==> src/rtl/assert_macros.svh <==
// Assertion macros shared by the transform RTL.
`ifndef ASSERT_MACROS_SVH
`define ASSERT_MACROS_SVH

// Check a property on every clock edge outside reset.
`define ASSERT_PROP(lbl, prop, msg) \
    lbl: assert property (@(posedge clk) disable iff (!rst_n) (prop)) else $error(msg);

// Check that the consequent holds in the same cycle as the antecedent.
`define ASSERT_SAME(lbl, ante, cons, msg) \
    `ASSERT_PROP(lbl, (ante) |-> (cons), msg)

// Check that the consequent holds in the cycle after the antecedent.
`define ASSERT_NEXT(lbl, ante, cons, msg) \
    `ASSERT_PROP(lbl, (ante) |=> (cons), msg)

`endif

==> src/rtl/mvt_pkg.sv <==
// Shared widths, types and reset values of the matrix-vector transform.
`timescale 1ns / 1ps

package mvt_pkg;

    // Data widths (Q16.16 data and coefficients, Q32.32 products and sums)
    localparam int DATA_W   = 32;
    localparam int FRAC_W   = 16;
    localparam int PROD_W   = 2 * DATA_W;
    localparam int SUM2_W   = PROD_W + 1;
    localparam int SUM4_W   = PROD_W + 2;

    // Matrix shape
    localparam int NUM_ROWS = 4;
    localparam int NUM_COLS = 4;

    // Register file: two entries per 64-bit register
    localparam int NUM_REGS   = 8;
    localparam int REG_W      = 2 * DATA_W;
    localparam int REG_IDX_W  = $clog2(NUM_REGS);
    localparam int ADDR_LSB   = $clog2(REG_W / 8);
    localparam int APB_ADDR_W = REG_IDX_W + ADDR_LSB;

    // Pipeline: products, pair sums, row sum, shift and saturate
    localparam int NUM_STAGES = 4;

    // Saturation limits
    localparam logic signed [DATA_W-1:0] SAT_MAX = {1'b0, {(DATA_W-1){1'b1}}};
    localparam logic signed [DATA_W-1:0] SAT_MIN = {1'b1, {(DATA_W-1){1'b0}}};

    // Identity matrix at reset
    localparam logic [REG_W-1:0] CFG_RESET [NUM_REGS] = '{
        64'h0000_0000_0001_0000,
        64'h0000_0000_0000_0000,
        64'h0001_0000_0000_0000,
        64'h0000_0000_0000_0000,
        64'h0000_0000_0000_0000,
        64'h0000_0000_0001_0000,
        64'h0000_0000_0000_0000,
        64'h0001_0000_0000_0000
    };

    typedef logic signed [DATA_W-1:0] coef_t;

    // Per-stage load enables, shared by every row lane
    typedef struct packed {
        logic [NUM_STAGES-1:0] load;
    } pipe_ctl_t;

endpackage

==> src/rtl/mvt_cfg.sv <==
// APB register file holding the 4x4 transform matrix.
`timescale 1ns / 1ps
`include "assert_macros.svh"

module mvt_cfg
    import mvt_pkg::*;
(
    input  logic                  clk,
    input  logic                  rst_n,
    input  logic                  psel,
    input  logic                  penable,
    input  logic                  pwrite,
    input  logic [APB_ADDR_W-1:0] paddr,
    input  logic [REG_W-1:0]      pwdata,
    output logic [REG_W-1:0]      prdata,
    output logic                  pready,
    output coef_t                 mat [NUM_ROWS][NUM_COLS]
);

    logic [REG_W-1:0]     cfg_reg [NUM_REGS];
    logic [REG_IDX_W-1:0] reg_idx;
    logic                 wr_en;

    // Decode the access
    assign pready  = 1'b1;
    assign reg_idx = paddr[APB_ADDR_W-1:ADDR_LSB];
    assign wr_en   = psel && penable && pwrite && pready;
    assign prdata  = cfg_reg[reg_idx];

    // Write the addressed register
    always_ff @(posedge clk or negedge rst_n)
    begin
        if (!rst_n)
        begin
            for (int i = 0; i < NUM_REGS; i++)
            begin
                cfg_reg[i] <= CFG_RESET[i];
            end
        end
        else if (wr_en)
        begin
            cfg_reg[reg_idx] <= pwdata;
        end
    end

    // Unpack: two registers per row, low half is the even column
    always_comb
    begin
        for (int r = 0; r < NUM_ROWS; r++)
        begin
            for (int c = 0; c < NUM_COLS; c++)
            begin
                if ((c % 2) == 1)
                begin
                    mat[r][c] = cfg_reg[r * 2 + c / 2][REG_W-1:DATA_W];
                end
                else
                begin
                    mat[r][c] = cfg_reg[r * 2 + c / 2][DATA_W-1:0];
                end
            end
        end
    end

    `ASSERT_NEXT(a_cfg_write_lands, wr_en, cfg_reg[$past(reg_idx)] == $past(pwdata), "register write lost")

endmodule

==> config.mk <==
export PLATFORM = sky130hd
export DESIGN_NAME = mvt_cfg
export DESIGN_NICKNAME = d
export VERILOG_FILES = /design/src/rtl/mvt_pkg.sv /design/src/rtl/mvt_cfg.sv
export VERILOG_INCLUDE_DIRS = /design/src /design/src/rtl
export SDC_FILE = /design/constraint.sdc
export NUM_CORES = 1
export LEC_CHECK = 0
export BUFFER_PORTS_ARGS = -buffer_cell sky130_fd_sc_hd__buf_2
export CAP_MARGIN = 20
export CORE_AREA = 3 3 254 256
export DETAILED_ROUTE_END_ITERATION = 7
export DIE_AREA = 0 0 257 259
export PLACE_DENSITY = 0.64
export SYNTH_ARGS = -nofsm -noshare
export SYNTH_HDL_FRONTEND = slang
export SYNTH_SLANG_ARGS = --single-unit
==> constraint.sdc <==
create_clock -name clk -period 5.48 [get_ports clk]
set_input_delay 1.096 -clock clk [delete_from_list [all_inputs] [get_ports clk]]
set_output_delay 1.096 -clock clk [all_outputs]
set_load 0.01 [all_outputs]
==> results.sh, run 1 <==
export IMPL_ys_flop_type="dfrtp_1"
export IMPL_setup_viol=0
export IMPL_drive_gt1_share_pct=71.5
export IMPL_grt_max_degree=117
export IMPL_tns_ns=0
export IMPL_drtAntennaViolNets=0
export IMPL_grt_pass1_wl_mm=108
export IMPL_rsz0062_at_grt="no"
export IMPL_gp_congestion=0.868
export IMPL_min_period_over_period_pct=78.6
export IMPL_skew_ns=0
export IMPL_status="finished clean"
export IMPL_slew_violations=0
export IMPL_synth_edf_count=0
export IMPL_syn_area_mm2=0.0227
export IMPL_cts_buffers=56
export IMPL_hp_class="reg2reg"
export IMPL_clock_fmax_mhz=232
export IMPL_maxSlewHeadroom_pct=35.3
export IMPL_core_mm2=0.0627
export IMPL_synth_top_area_share_pct=56.0
export IMPL_vias=15000
export IMPL_maxCapViolCount=0
export IMPL_final_util_pct=45.7
export IMPL_h_tree_depth=2
export IMPL_startpoint_type="input pin"
export IMPL_synth_commonest_cells="mux2_2 (543), dfrtp_1 (508), mux4_2 (128)"
export IMPL_cts_tree="done"
export IMPL_timing_worst_slew_pin_value_ns=0.971
export IMPL_ys_warn_count=0
export IMPL_io_buffers=647
export IMPL_seq_area_frac_synth_pct=56.5
export IMPL_antenna_found_initial=2
export IMPL_hold_violations=0
export IMPL_critPathRequiredTime_ns=4.38
export IMPL_holdBufCountCts=0
export IMPL_p_per_area_mw_per_mm2=408
export IMPL_path_clk_slew_ns=0.06
export IMPL_drt_initial_drc_count=786
export IMPL_hpwl_mm=49.6
export IMPL_leakage_nw=14.0
export IMPL_initial_core_util_pct=36.2
export IMPL_die_w_um=257
export IMPL_ys_top_cells_by_area="dfrtp_1 (56%), mux2_2 (27%), mux4_2 (13%), mux2_1 (1.6%), buf_2 (1.4%)"
export IMPL_routed_wl_mm=71.8
export IMPL_cts_buffer_depth=3
export IMPL_synth_fp_nets=1391
export IMPL_synthCells=1316
export IMPL_ys_seq_elements=512
export IMPL_period_minus_slack_ns=4.31
export IMPL_largest_reg_flops=512
export IMPL_wire_per_inst_um=25.1
export IMPL_async_reset_ff_share_pct=100
export IMPL_vdd_drop_max_v=0.000252
export IMPL_drc_errors=0
export IMPL_critPathKind="in2out"
export IMPL_synth_area_leader_cell="dfrtp_1"
export IMPL_grt_pass1_vias=15900
export IMPL_path_max_fanout=64
export IMPL_post_cts_setup_buffer_count=0
export IMPL_synth_most_common_cell="mux2_2"
export IMPL_grt_overflow_total=0
export IMPL_dieArea_mm2=0.0666
export IMPL_yosysUniqueCellTypes=16
export IMPL_areaGrowthSynthToFinish_pct=26.5
export IMPL_root_buffer="clkbuf_16"
export IMPL_track_usage_pct=21.2
export IMPL_clock_latency_ns=0.58
export IMPL_viasPerCell=5.25
export IMPL_endpoint_kind="output port"
export IMPL_avgSynthCellArea_um2=17.2
export IMPL_num_io_pins=652
export IMPL_die_h_um=259
export IMPL_cp_arrival_ns=3.21
export IMPL_cts_resized_gates=0
export IMPL_fin_nets=2042
export IMPL_cts_sinks=512
export IMPL_num_rows=92
export IMPL_dr_pass1_iters=6
[per-stage QoR]
step	std cells	power [mW]	setup WS, ns	cell area [µm²]	hold slack (ns)
2_1_floorplan	1316	6.65	1.89	22700	0.544
3_3_place_gp	2755	8.14	1.13	27000	0.488
3_5_place_dp	2755	8.23	1.13	27000	0.492
4_1_cts	2855	11.9	1.13	28700	0.506
5_1_grt	2857	12.3	1.02	28700	0.524
6_report	2857	11.7	1.17	28700	0.503
[critical path, cell delays in order]
cell,delay [ns]
clkbuf_8,0.64
buf_4,0.44
mux4_2,0.57
mux2_2,0.28
buf_2,0.14
[routing by layer]
metal	track usage (%)	part of all wire [%]	up-vias
li1	-	-	6301
met1	25.4	38	8012
met2	37.0	51	569
met3	5.69	7.1	126
met4	6.94	3.3	0
met5	0	0	-
[final cells by class]
cell class                      count  area (µm²)
Clock inverter                      9        77.6
Tap cell                          846        1060
Clock buffer                       91        1640
Multi-Input combinational cell    718        9500
Antenna cell                        2        5.00
Fill cell                        5597       34000
Timing Repair Buffer              679        3590
Sequential cell                   512       12800
[worst paths after layout]
check	from	to	slack (ns)	cells after the start
min in group asynchronous	rst_n	mat[493]	0.53	1
worst max register to register	mat[237]	mat[237]	4.64	1
worst min-delay path	mat[300]	mat[300]	0.50	1
max in group asynchronous	rst_n	mat[345]	3.76	2
worst max-delay path	paddr[4]	prdata[45]	1.17	5
worst min register to register	mat[300]	mat[300]	0.50	1
[cell usage in the layout (no fill, tap or decap), types with 4 or more instances in the layout]
cell type	n
mux2_2	543
nor2_4	6
clkbuf_1	25
clkinv_2	6
buf_4	26
buf_2	643
buf_12	7
mux2_1	33
clkbuf_16	57
dfrtp_1	508
mux4_2	128
dfstp_2	4
clkbuf_8	10
[logic make-up after synthesis]
kind of cell	after synthesis	synth area share, %
buf+inv	86	1.79
flops	512	56.5
simple gates	13	0.392
mux	704	41.3
other cells	1	0.0165
[where the power goes]
part | switching, mW | internal, mW | total, mW
logic | 1.47 | 1.55 | 3.02
registers | 0.591 | 4.53 | 5.12
clock network | 1.51 | 2.08 | 3.59
(Power assumes the default switching activity.)
==> run 2: changes to the inputs <==
--- a/config.mk
+++ b/config.mk
@@ -11,7 +11,7 @@
 export CORE_AREA = 3 3 254 256
 export DETAILED_ROUTE_END_ITERATION = 7
 export DIE_AREA = 0 0 257 259
-export PLACE_DENSITY = 0.64
+export PLACE_DENSITY = 0.66
 export SYNTH_ARGS = -nofsm -noshare
 export SYNTH_HDL_FRONTEND = slang
 export SYNTH_SLANG_ARGS = --single-unit
==> constraint.sdc (replaced) <==
create_clock -name clk -period 3.5 [get_ports clk]
set_input_delay 0.7 -clock clk [delete_from_list [all_inputs] [get_ports clk]]
set_output_delay 0.7 -clock clk [all_outputs]
set_load 0.01 [all_outputs]
==> results.sh, run 2 (synthesis gave the netlist of run 1 again) <==
export IMPL_largest_reg_flops=512
export IMPL_hpwl_mm=49.3
export IMPL_status="finished clean"
export IMPL_drt_initial_drc_count=872
export IMPL_regArea_mm2=0.0128
export IMPL_grt_pass1_vias=16300
export IMPL_antenna_found_initial=3
export IMPL_path_clk_slew_ns=0.06
export IMPL_cts_buffers=56
export IMPL_h_tree_depth=2
export IMPL_num_rows=92
export IMPL_tns_ns=0
export IMPL_clock_latency_ns=0.59
export IMPL_die_h_um=259
export IMPL_final_common_cell="buf_2"
export IMPL_startpoint_type="input pin"
export IMPL_maxCapViolCount=0
export IMPL_core_mm2=0.0627
export IMPL_grt_pass1_wl_mm=107
export IMPL_p_per_area_mw_per_mm2=644
export IMPL_num_io_pins=652
export IMPL_grt_overflow_total=0
export IMPL_maxSlewHeadroom_pct=57.7
export IMPL_track_usage_pct=20.9
export IMPL_rsz0062_at_grt="no"
export IMPL_drive_gt1_share_pct=72.7
export IMPL_cp_arrival_ns=2.47
export IMPL_multi_input_area_mm2=0.00950
export IMPL_hp_class="in2async"
export IMPL_routed_wl_mm=71.0
export IMPL_vias=15000
export IMPL_dieArea_mm2=0.0666
export IMPL_setup_slack_ns=0.331
export IMPL_holdBufCountCts=0
export IMPL_dr_pass1_iters=4
export IMPL_critPathKind="in2out"
export IMPL_io_buffers=647
export IMPL_viasPerCell=5.22
export IMPL_drc_errors=0
export IMPL_leakage_nw=14.3
export IMPL_hold_violations=0
export IMPL_critPathRequiredTime_ns=2.80
export IMPL_endpoint_kind="output port"
export IMPL_cts_buffer_depth=3
export IMPL_areaGrowthSynthToFinish_pct=29.2
export IMPL_grt_max_degree=110
export IMPL_vdd_drop_max_v=0.000452
export IMPL_min_period_over_period_pct=90.6
export IMPL_setup_viol=0
export IMPL_fillers=5526
export IMPL_final_cell_mix="buf_2 (643), mux2_2 (543), dfrtp_1 (508), mux4_2 (128), clkbuf_16 (58)"
export IMPL_drtAntennaViolNets=0
export IMPL_power_total_mw=18.9
export IMPL_skew_ns=0
export IMPL_period_minus_slack_ns=3.17
export IMPL_pre_cts_ws_ns=0.297
export IMPL_root_buffer="clkbuf_16"
export IMPL_post_cts_setup_buffer_count=0
export IMPL_gp_congestion=0.867
export IMPL_fin_nets=2060
export IMPL_die_w_um=257
export IMPL_initial_core_util_pct=36.2
export IMPL_timing_worst_slew_pin_value_ns=0.635
export IMPL_cts_resized_gates=0
export IMPL_clock_fmax_mhz=316
export IMPL_path_max_fanout=36
export IMPL_cts_sinks=512
export IMPL_cts_tree="done"
export IMPL_slew_violations=0
export IMPL_wire_per_inst_um=24.6
[run 2: cell types whose count changed in the layout (fill, tap and decap cells not counted), sizes merged]
cell | previous run | this run
clkinvlp | 0 | 2
diode | 2 | 4
inv | 1 | 3
clkbuf | 92 | 77
bufinv | 1 | 6
buf | 678 | 696
clkinv | 7 | 19
[run 2: power breakdown]
group / leakage [nW] / switching, mW / internal [mW]
clock: 0.966 / 2.44 / 3.67
combinational: 6.79 / 2.28 / 2.45
sequential: 6.54 / 0.922 / 7.09
total: 14.3 / 5.65 / 13.2
[run 2: path summary, 6_finish.rpt]
check | slack (ns) | cells after the start | endpoint | startpoint
min in group clk | 0.43 | 2 | mat[300] | pwdata[12]
max | 0.33 | 5 | prdata[21] | paddr[4]
min reg2reg | 0.51 | 1 | mat[301] | mat[301]
max in group asynchronous | 2.36 | 3 | mat[305] | rst_n
min | 0.04 | 1 | mat[63] | rst_n
max reg2reg | 2.65 | 1 | mat[419] | mat[419]
[run 2: final cells by class]
cell class / count / area share, %
clock inverters: 30 / 1.13
well taps: 846 / 3.61
clock buffers: 76 / 5.49
diodes: 4 / 0.0342
flip-flops and latches: 512 / 43.7
multi-input cells: 718 / 32.4
repair buffers: 697 / 13.6
[run 2: worst max-delay path, stage by stage]
cell,delay [ns]
clkbuf_8,0.44
buf_12,0.27
mux4_2,0.52
mux2_2,0.32
buf_2,0.15
[run 2: per-layer routing]
layer,up-vias,routed length (µm),track usage (%)
li1,6334,-,-
met1,8012,27700,25.3
met2,558,36000,36.0
met3,143,4770,5.50
met4,0,2530,7.35
met5,-,0,0
[run 2: per-stage QoR]
step	hold slack (ns)	instance area, µm²	instances	utilization (%)
floorplan	0.404	22700	1316	-
global placement	0.487	27400	2773	43.6
detailed placement	0.497	27400	2773	43.6
CTS	0.0132	29300	2879	46.7
global route	0.0332	29300	2882	46.7
finish	0.0360	29300	2883	46.7
